[config.mk]
export PLATFORM = sky130hd
export DESIGN_NAME = rrgs_iter_stage
export DESIGN_NICKNAME = d
export VERILOG_FILES = /design/src/design/rrgs_pkg.sv /design/src/design/rrgs_iter_stage.sv
export SDC_FILE = /design/constraint.sdc
export NUM_CORES = 1
export LEC_CHECK = 0
export BUFFER_PORTS_ARGS = -buffer_cell sky130_fd_sc_hd__buf_2
export CORE_MARGIN = 2
export CORE_UTILIZATION = 45
export DETAILED_ROUTE_END_ITERATION = 8
export PLACE_DENSITY = 0.79
export SLEW_MARGIN = 25
export SYNTH_ARGS = -nofsm -noshare
export SYNTH_HDL_FRONTEND = slang
export SYNTH_SLANG_ARGS = --single-unit
[constraint.sdc]
create_clock -name i_clk -period 3.15 [get_ports i_clk]
set_input_delay 0.4725 -clock i_clk [delete_from_list [all_inputs] [get_ports i_clk]]
set_output_delay 0.4725 -clock i_clk [all_outputs]
set_load 0.005 [all_outputs]
[src/design/rrgs_pkg.sv]
// ----------------------------------------------------------------------------
// rrgs_pkg
// types and constants shared by the rounded rectangle gradient shader
// ----------------------------------------------------------------------------
`default_nettype none

package rrgs_pkg;

    localparam int COORD_BITS = 16;
    localparam int SQRT_STEPS = 24;
    localparam int DIV_STEPS  = 9;
    localparam int D2_BITS    = 15;

    typedef enum logic [2:0] {
        CFG_RECT_LEFT     = 3'd0,
        CFG_RECT_TOP      = 3'd1,
        CFG_RECT_WIDTH    = 3'd2,
        CFG_RECT_HEIGHT   = 3'd3,
        CFG_CORNER_RADIUS = 3'd4,
        CFG_TOP_COLOR     = 3'd5,
        CFG_BOTTOM_COLOR  = 3'd6
    } t_cfg_idx;

    typedef struct packed {
        logic signed [COORD_BITS-1:0] pixel_x;
        logic signed [COORD_BITS-1:0] pixel_y;
    } t_pixel;

    typedef struct packed {
        logic                         write_enable;
        logic signed [COORD_BITS-1:0] out_x;
        logic signed [COORD_BITS-1:0] out_y;
        logic [31:0]                  pixel_color;
    } t_result;

    // item travelling through the iterative divide and square root stages
    typedef struct packed {
        logic                         valid;
        logic                         in_rect;
        logic                         corner;
        logic signed [COORD_BITS-1:0] x;
        logic signed [COORD_BITS-1:0] y;
        logic [D2_BITS-1:0]           d2;
        logic [23:0]                  drem;
        logic [DIV_STEPS-1:0]         dq;
        logic [26:0]                  srem;
        logic [SQRT_STEPS-1:0]        sq;
    } t_work;

endpackage

`default_nettype wire

[src/design/rrgs_iter_stage.sv]
// ----------------------------------------------------------------------------
// rrgs_iter_stage
// one registered step of the row weight divider and the distance square root
// ----------------------------------------------------------------------------
`default_nettype none

module rrgs_iter_stage #(
    parameter int STAGE = 0
) (
    input  wire                i_clk,
    input  wire                i_rst_n,
    input  wire         [14:0] i_denom,
    input  rrgs_pkg::t_work    i_prev,
    output rrgs_pkg::t_work    o_work
);
    import rrgs_pkg::*;

    t_work       n_work;
    t_work       r_work;
    logic [15:0] nh;
    logic [1:0]  pair;
    logic [26:0] rem_sh;
    logic [26:0] trial;
    logic [23:0] dsub;

    always_comb begin
        n_work = i_prev;
        nh     = {1'b0, i_prev.d2};
        // restoring divide, one quotient bit per step
        if (STAGE < DIV_STEPS) begin
            dsub = 24'(i_denom) << (DIV_STEPS - 1 - STAGE);
            if (i_prev.drem >= dsub) begin
                n_work.drem = i_prev.drem - dsub;
                n_work.dq   = i_prev.dq | (DIV_STEPS'(1) << (DIV_STEPS - 1 - STAGE));
            end
        end else begin
            dsub = '0;
        end
        // digit recurrence square root, operand is d2 shifted up by 32
        if (STAGE < 8) begin
            pair = nh[(15 - 2*(STAGE % 8)) -: 2];
        end else begin
            pair = 2'b00;
        end
        rem_sh = {i_prev.srem[24:0], pair};
        trial  = {1'b0, i_prev.sq, 2'b01};
        if (rem_sh >= trial) begin
            n_work.srem = rem_sh - trial;
            n_work.sq   = {i_prev.sq[SQRT_STEPS-2:0], 1'b1};
        end else begin
            n_work.srem = rem_sh;
            n_work.sq   = {i_prev.sq[SQRT_STEPS-2:0], 1'b0};
        end
    end

    always_ff @(posedge i_clk) begin
        if (!i_rst_n) begin
            r_work.valid <= 1'b0;
        end else begin
            r_work.valid <= n_work.valid;
        end
        r_work.in_rect <= n_work.in_rect;
        r_work.corner  <= n_work.corner;
        r_work.x       <= n_work.x;
        r_work.y       <= n_work.y;
        r_work.d2      <= n_work.d2;
        r_work.drem    <= n_work.drem;
        r_work.dq      <= n_work.dq;
        r_work.srem    <= n_work.srem;
        r_work.sq      <= n_work.sq;
    end

    assign o_work = r_work;

endmodule

`default_nettype wire

# After elaboration in Yosys (flattened, before gate mapping)
# Index checks and enable logic that the tools add are counted.
[word_totals]
wordCells = 18
out_inout_bits = 134
register_bits = 134
in_bits = 151
[classes]
muxes = 2
magnitude_cmp = 2
addsub = 2
[op_table]
columns = ["operator", "n"]
rows = [
  ["$mux W51", 1],
  ["$mux W33", 1],
  ["$ge A27 B26 Y1", 1],
  ["$sub A27 B26 Y27", 1],
  ["$ge A24 B23 Y1", 1],
  ["$sub A24 B23 Y24", 1],
]

# Depth between registers and ports, before layout
# Gate-level depths: netlist of the first run.
[depth]
depth_word = 2
mapped_depth = 11
ltp_nobuf = 10

# Worst setup path after synthesis of the first run
# Ideal clock, no wire load.
[synth_timing]
kind = "in2reg"
start = "in i_prev[68] in the netlist's numbering"
end = "reg r_work, in the netlist o_work[74]"
path_slack_ps = 776
required_ps = 3027
setup_time_ps = 123
arrival_ps = 2250
n_path_buf = 1
stages = 10
path_cell_list = "inv_1 ha_1 fa_1 nor2b_1 o21ai_0 a21oi_1 nor4b_2 o21ai_2 buf_4 mux2_1"
[synth_rtl]
columns = ["item", "line", "rtl"]
rows = [
  ["from (decl)", "rrgs_iter_stage.sv:13", "input rrgs_pkg::t_work i_prev,"],
  ["to (decl)", "rrgs_iter_stage.sv:19", "t_work r_work;"],
]

==> results_tabular.tex, run 1 <==
\begin{tabular}{lr}
\hline
Metric & Value \\
\hline
\multicolumn{2}{l}{\textbf{Run status}} \\
Result of the run & finished clean \\
\multicolumn{2}{l}{\textbf{Timing}} \\
Total setup violations reported at the end of the flow & 0 \\
Fin. Hold Viols & 0 \\
Slew at the pin with the worst max-slew slack & 0.434 ns \\
Worst Setup Slack, final & 0.713 ns \\
Max Fclk & 0.410 GHz \\
RSZ-0062 raised after global routing & false \\
Sum Neg Setup Slack & 0 ns \\
Tightest slew margin relative to the limit & 0.709 \\
Post-layout minimum cycle time & 2.44 ns \\
Worst hold margin & 0.145 ns \\
Crit share post-route & 0.774 \\
Pins over their slew limit & 0 \\
\multicolumn{2}{l}{\textbf{Die}} \\
Number of top-level design ports & 285 \\
FP Rows & 40 \\
Starting density of the core & 0.461 \\
Die outline height & 115 um \\
Width of the chip & 115 um \\
Area of the die & 0.0132 sq mm \\
Core area & 0.0120 sq mm \\
\multicolumn{2}{l}{\textbf{Critical path}} \\
Arrival @ worst endpoint & 2.79 ns \\
Critical Path Sink Type & flip-flop \\
Top delay family on crit path & simple AND/OR/NAND/NOR gates \\
Cell with the largest stage delay on the worst path & sky130\_fd\_sc\_hd\_\_ha\_1 \\
Buffers \& Inverters on Critical Path & 3 \\
Critical path start-end classification & in -> reg \\
Delay of the slowest cell on the worst path & 0.40 ns \\
Largest fanout on the critical path & 23 \\
Type of element launching the critical path & input pin \\
Crit. path cell count & 11 \\
Cells traversed along the worst timing path & buf\_2 > inv\_1 > ha\_1 > and4\_1 > nand2\_1 > nor3\_1 > a221o\_1 > a31o\_1 > buf\_4 > nand4\_1 > o21ai\_0 \\
CP Data Required Time & 3.50 ns \\
\multicolumn{2}{l}{\textbf{Detailed routing}} \\
Via count normalized by instance count & 5.02 \\
Iteration count of the initial detailed-routing pass & 4 \\
Avg WL per Cell & 15.5 um \\
Remaining number of nets flagged by the antenna check after routing & 0 \\
Violation count after the first detailed-route iteration & 312 \\
Drc violations & 0 \\
WL final & 16000 um \\
Via total after detailed routing & 5195 \\
\multicolumn{2}{l}{\textbf{Synth}} \\
Syn\_nets & 770 \\
Number of standard cells after synthesis & 578 \\
Cell type contributing the most total cell area after synthesis & sky130\_fd\_sc\_hd\_\_dfxtp\_1 \\
Area of the mapped netlist & 0.00553 sq mm \\
Flops \& latches, synth & 134 \\
YS warnings & 0 \\
Count of distinct cell types in the synthesized netlist & 57 \\
Sequential-to-total area share from yosys stat & 0.485 \\
Post-Synthesis Mean Instance Area & 9.57 sq um \\
Count of flip-flops with a built-in enable after synthesis & 0 \\
Fraction of synthesized cell area taken by the top area cell type & 0.485 \\
Share of synthesized registers carrying an async set or reset & 0 \\
Dominant cells by area after synthesis & sky130\_fd\_sc\_hd\_\_dfxtp\_1, sky130\_fd\_sc\_hd\_\_ha\_1, sky130\_fd\_sc\_hd\_\_a21oi\_1 \\
Post-synth top flop & sky130\_fd\_sc\_hd\_\_dfxtp\_1 \\
\multicolumn{2}{l}{\textbf{Power and ir drop}} \\
Relative contribution of sequential cells to total power & 0.397 \\
Max VDD drop & 0.514 mV \\
Gate power share & 0.195 \\
Reported leakage power & 3.89 nW \\
P\_int & 3.44 mW \\
Switching power & 1.37 mW \\
Clock network fraction of total power & 0.408 \\
Switch share & 0.285 \\
Power per cell area & 625 mW/mm\^{}2 \\
\multicolumn{2}{l}{\textbf{GRT}} \\
Pin count of the biggest net entering global routing & 31 \\
Global routing usage summed across all routing layers & 0.233 \\
Initial antenna violation count & 1 \\
First-pass GRT wire length & 23600 um \\
Remaining global-route overflow & 0 \\
Vias in the first global route & 4985 \\
\multicolumn{2}{l}{\textbf{Hold path}} \\
WHS Path Cells & 1 \\
Hold WC Path Type & in -> reg \\
\multicolumn{2}{l}{\textbf{Layout}} \\
Final net count & 1065 \\
Share of layout cells above drive strength 1 & 0.387 \\
Fill cell count & 1009 \\
Area growth from synthesis to layout & 39.2\% \\
Final instance count without filler cells & 1034 \\
Max reg flops & 134 \\
Most frequent cells in the layout & sky130\_fd\_sc\_hd\_\_buf\_2, sky130\_fd\_sc\_hd\_\_dfxtp\_1, sky130\_fd\_sc\_hd\_\_a21oi\_1, sky130\_fd\_sc\_hd\_\_inv\_1, sky130\_fd\_sc\_hd\_\_nor2\_1 \\
Most common library cell in the layout ignoring fill and taps & sky130\_fd\_sc\_hd\_\_buf\_2 \\
\multicolumn{2}{l}{\textbf{Clock tree}} \\
Count of H-tree levels built during CTS & 4 \\
Clock-pin slew on the worst setup and hold paths & 0.07 ns \\
CTS Hold Buffers Added & 0 \\
Root buffer cell & sky130\_fd\_sc\_hd\_\_clkbuf\_16 \\
Clock tree from TritonCTS & done \\
Post-CTS setup buffer count & 0 \\
Max Buffers Root-to-Sink & 2 \\
Cts bufs inserted & 17 \\
Post-CTS resize count & 0 \\
Clk sinks & 134 \\
\multicolumn{2}{l}{\textbf{Placed design}} \\
Placer congestion estimate & 0.925 \\
Estimated wirelength of the detail-placed design & 12800 um \\
Buffers added on ports & 282 \\
Post-placement cell count & 1001 \\
Worst slack at placement & 0.265 ns \\
\multicolumn{2}{l}{\textbf{Flow run}} \\
Max\_cap viols & 0 \\
\hline
\end{tabular}
-- per-layer routing --
metal | GRT usage | up-vias | wire (um)
met2 | 0.423 | 211 | 8220
met4 | 0.107 | 0 | 505
li1 | - | 2591 | -
met3 | 0.0812 | 39 | 1230
met1 | 0.242 | 2354 | 6050
met5 | 0 | - | 0
-- metrics by stage --
stage	utilization	power (mW)	instance area, sq um
final	0.641	4.81	7700
after global routing	0.641	5.04	7700
after CTS	0.641	4.85	7700
after detailed placement	0.592	2.88	7110
after global placement	0.592	2.86	7110
after floorplan	-	2.48	5530
-- final cells by class --
cell class / instances / area (sq um) / share of cell area
Clock buffer: 17 / 425 / 0.0552
Inverter: 50 / 188 / 0.0244
Tap cell: 147 / 184 / 0.0239
Multi-Input combinational cell: 376 / 2550 / 0.331
Clock inverter: 15 / 160 / 0.0208
Timing Repair Buffer: 294 / 1510 / 0.197
Antenna cell: 1 / 2.50 / 0.000325
Sequential cell: 134 / 2680 / 0.348
-- synth_stat cells (all sizes together) (11+ instances only) --
| library cell | count |
|---|---|
| xor2 | 15 |
| nand4 | 12 |
| dfxtp | 134 |
| inv | 50 |
| o21ai | 29 |
| a21oi | 77 |
| nand2 | 35 |
| a21o | 11 |
| ha | 39 |
| nor2 | 49 |
| xnor2 | 18 |
| buf | 11 |
-- path summary, 6_finish.rpt --
kind,startpoint,endpoint,slack [ns]
max,i_prev[15],o_work[44],0.71
min,i_prev[109],o_work[109],0.14
-- kinds of logic (layout without fill, tap and decap cells) --
kind of cell	count (synthesis)	in the layout	synth area share
buf+inv	68	376	0.0552
mux	10	10	0.0206
other cells	0	1	0
xor+xnor	33	33	0.0522
compound gates	157	157	0.177
flops	134	134	0.485
simple gates	135	135	0.114
fa+ha+maj	41	41	0.0954
-- power by group through the flow --
stage	Clock, mW	Combinational [mW]	Sequential [mW]
after floorplan	0	0.501	1.98
after global placement	0	0.915	1.95
after detailed placement	0	0.929	1.95
after CTS	2.00	0.939	1.91
after global routing	2.08	1.03	1.93
final	1.96	0.939	1.91
(Power assumes the default switching activity.)
==> run 2, diff against run 1 <==
--- a/config.mk
+++ b/config.mk
@@ -7,9 +7,9 @@
 export LEC_CHECK = 0
 export BUFFER_PORTS_ARGS = -buffer_cell sky130_fd_sc_hd__buf_2
 export CORE_MARGIN = 2
-export CORE_UTILIZATION = 45
+export CORE_UTILIZATION = 41
 export DETAILED_ROUTE_END_ITERATION = 8
-export PLACE_DENSITY = 0.79
+export PLACE_DENSITY = 0.76
 export SLEW_MARGIN = 25
 export SYNTH_ARGS = -nofsm -noshare
 export SYNTH_HDL_FRONTEND = slang
==> constraint.sdc (replaced) <==
create_clock -name i_clk -period 2.1 [get_ports i_clk]
set_input_delay 0.315 -clock i_clk [delete_from_list [all_inputs] [get_ports i_clk]]
set_output_delay 0.315 -clock i_clk [all_outputs]
set_load 0.005 [all_outputs]
==> run 2 against run 1 <==
  * Die area rose by 9.4%
  * Routed wire length is 24% higher
  * Count of clock-buffer cells in the layout up 1
  * First-iteration DRC count decreased by 6.4%
  * Critical endpoint is now o_work[71]
  * Largest power group is now sequential cells
  * Highest routed layer is now met5
==> results_tabular.tex, run 2 (same netlist as run 1, synthesis figures left out) <==
\begin{tabular}{lr}
\hline
Metric & Value \\
\hline
\multicolumn{2}{l}{\textbf{Run status}} \\
Result of the run & finished clean (unchanged) \\
\multicolumn{2}{l}{\textbf{Layout}} \\
Area growth from synthesis to layout & 69.3\% (was 39.2\%) \\
Most frequent cells in the layout & sky130\_fd\_sc\_hd\_\_buf\_2, sky130\_fd\_sc\_hd\_\_dfxtp\_1, sky130\_fd\_sc\_hd\_\_buf\_4, sky130\_fd\_sc\_hd\_\_dlygate4sd3\_1, sky130\_fd\_sc\_hd\_\_a21oi\_1 (was sky130\_fd\_sc\_hd\_\_buf\_2, sky130\_fd\_sc\_hd\_\_dfxtp\_1, sky130\_fd\_sc\_hd\_\_a21oi\_1, sky130\_fd\_sc\_hd\_\_inv\_1, sky130\_fd\_sc\_hd\_\_nor2\_1) \\
Most common library cell in the layout ignoring fill and taps & sky130\_fd\_sc\_hd\_\_buf\_2 (unchanged) \\
Final instance count without filler cells & 1241 (was 1034) \\
Fill cell count & 985 (was 1009) \\
Final net count & 1243 (was 1065) \\
Max reg flops & 134 (unchanged) \\
Share of layout cells above drive strength 1 & 0.435 (was 0.387) \\
\multicolumn{2}{l}{\textbf{Placed design}} \\
Buffers added on ports & 282 (unchanged) \\
Placer congestion estimate & 0.939 (was 0.925) \\
Worst slack at placement & -0.319 ns (was 0.265 ns) \\
Estimated wirelength of the detail-placed design & 14300 um (was 12800 um) \\
Post-placement cell count & 1130 (was 1001) \\
\multicolumn{2}{l}{\textbf{Die}} \\
Starting density of the core & 0.420 (was 0.461) \\
Width of the chip & 120 um (was 115 um) \\
Number of top-level design ports & 285 (unchanged) \\
FP Rows & 42 (was 40) \\
Area of the die & 0.0144 sq mm (was 0.0132 sq mm) \\
Die outline height & 120 um (was 115 um) \\
Core area & 0.0132 sq mm (was 0.0120 sq mm) \\
\multicolumn{2}{l}{\textbf{Detailed routing}} \\
WL final & 19800 um (was 16000 um) \\
Remaining number of nets flagged by the antenna check after routing & 0 (unchanged) \\
Via count normalized by instance count & 4.86 (was 5.02) \\
Drc violations & 0 (unchanged) \\
Avg WL per Cell & 16.0 um (was 15.5 um) \\
Violation count after the first detailed-route iteration & 292 (was 312) \\
Via total after detailed routing & 6036 (was 5195) \\
Iteration count of the initial detailed-routing pass & 5 (was 4) \\
\multicolumn{2}{l}{\textbf{Clock tree}} \\
Root buffer cell & sky130\_fd\_sc\_hd\_\_clkbuf\_16 (unchanged) \\
Clock-pin slew on the worst setup and hold paths & 0.06 ns (was 0.07 ns) \\
Clk sinks & 134 (unchanged) \\
Count of H-tree levels built during CTS & 4 (unchanged) \\
Max Buffers Root-to-Sink & 2 (unchanged) \\
Clock tree from TritonCTS & done (unchanged) \\
Cts bufs inserted & 17 (unchanged) \\
\multicolumn{2}{l}{\textbf{GRT}} \\
Vias in the first global route & 6271 (was 4985) \\
Initial antenna violation count & 4 (was 1) \\
Pin count of the biggest net entering global routing & 23 (was 31) \\
Remaining global-route overflow & 0 (unchanged) \\
First-pass GRT wire length & 30600 um (was 23600 um) \\
Global routing usage summed across all routing layers & 0.274 (was 0.233) \\
\multicolumn{2}{l}{\textbf{Critical path}} \\
CP Data Required Time & 2.41 ns (was 3.50 ns) \\
Critical path start-end classification & in -> reg (unchanged) \\
Arrival @ worst endpoint & 2.27 ns (was 2.79 ns) \\
Type of element launching the critical path & input pin (unchanged) \\
Largest fanout on the critical path & 4 (was 23) \\
Critical Path Sink Type & flip-flop (unchanged) \\
\multicolumn{2}{l}{\textbf{Flow run}} \\
Max\_cap viols & 0 (unchanged) \\
\multicolumn{2}{l}{\textbf{Power and ir drop}} \\
Reported leakage power & 4.67 nW (was 3.89 nW) \\
Max VDD drop & 0.647 mV (was 0.514 mV) \\
Power per cell area & 794 mW/mm\^{}2 (was 625 mW/mm\^{}2) \\
\multicolumn{2}{l}{\textbf{Timing}} \\
Fin. Hold Viols & 0 (unchanged) \\
Pins over their slew limit & 0 (unchanged) \\
Worst hold margin & 0.0144 ns (was 0.145 ns) \\
Crit share post-route & 0.930 \\
Sum Neg Setup Slack & 0 ns (unchanged) \\
Worst Setup Slack, final & 0.148 ns (was 0.713 ns) \\
Post-layout minimum cycle time & 1.95 ns \\
Slew at the pin with the worst max-slew slack & 0.425 ns (was 0.434 ns) \\
Max Fclk & 0.512 GHz \\
Total setup violations reported at the end of the flow & 0 (unchanged) \\
Tightest slew margin relative to the limit & 0.715 (was 0.709) \\
\multicolumn{2}{l}{\textbf{Hold path}} \\
WHS Path Cells & 1 (unchanged) \\
Hold WC Path Type & in -> reg (unchanged) \\
Worst-case hold path end point & o\_work[17] (was o\_work[109]) \\
Startpoint of the tightest hold check path & i\_prev[16] (was i\_prev[109]) \\
\hline
\end{tabular}
==> run 2: worst max path at each step <==
| stage | from | endpoint | slack [ns] |
|---|---|---|---|
| 6_report | i_prev[68] | o_work[71] | 0.15 |
| 5_1_grt | i_prev[0] | o_work[40] | -0.03 |
| 4_1_cts | i_prev[0] | o_work[50] | 0.11 |
| 3_5_place_dp | i_prev[0] | o_work[50] | -0.32 |
| 3_3_place_gp | i_prev[0] | o_work[48] | -0.23 |
| 2_1_floorplan | i_prev[68] | o_work[74] | -0.008 |
==> run 2: stage by stage <==
stage | instance area (sq um) | total power [mW] | util
finish | 9370 | 7.43 | 0.710
global route | 9370 | 7.76 | 0.710
CTS | 9330 | 7.44 | 0.708
detailed placement | 8030 | 4.62 | 0.608
global placement | 8030 | 4.59 | 0.608
floorplan | 5670 | 3.76 | -
==> run 2: layout make-up <==
| class | instances | area (sq um) | area share |
|---|---|---|---|
| multi-input combinational | 376 | 2690 | 0.287 |
| antenna | 2 | 5.00 | 0.000534 |
| timing repair buffer | 472 | 3050 | 0.325 |
| inverter | 50 | 188 | 0.0200 |
| sequential | 134 | 2680 | 0.286 |
| clock inverter | 13 | 98.8 | 0.0106 |
| clock buffer | 18 | 439 | 0.0469 |
| tap | 176 | 220 | 0.0235 |
==> run 2: layer usage <==
layer,wire (um),vias to the layer above,track usage
li1,-,2953,-
met1,7380,2747,0.276
met2,10100,266,0.496
met3,1410,66,0.0849
met4,887,4,0.157
met5,33,-,0
==> run 2: critical path, stage by stage <==
cell and delay [ns]:
sky130_fd_sc_hd__buf_2 0.09, sky130_fd_sc_hd__inv_1 0.04, sky130_fd_sc_hd__ha_1 0.20, sky130_fd_sc_hd__fa_1 0.40, sky130_fd_sc_hd__nor2b_1 0.15, sky130_fd_sc_hd__o21ai_1 0.11, sky130_fd_sc_hd__a21oi_2 0.25, sky130_fd_sc_hd__nor4b_2 0.08
sky130_fd_sc_hd__o21ai_2 0.14, sky130_fd_sc_hd__buf_4 0.16, sky130_fd_sc_hd__mux2_2 0.33
==> run 2: report_power, final <==
group          internal (mW)  leakage, nW  switching [mW]
Sequential              2.81         1.13          0.0729
Combinational          0.987         3.28           0.860
Clock                   1.54        0.259            1.16
Total                   5.34         4.67            2.10
==> run 2: repair_timing <==
item	4_1_cts	5_1_grt
setup endpoints to repair	0	12
gates resized for setup	0	5
hold buffers	77	1
setup buffers	0	0
hold endpoints to repair	77	1
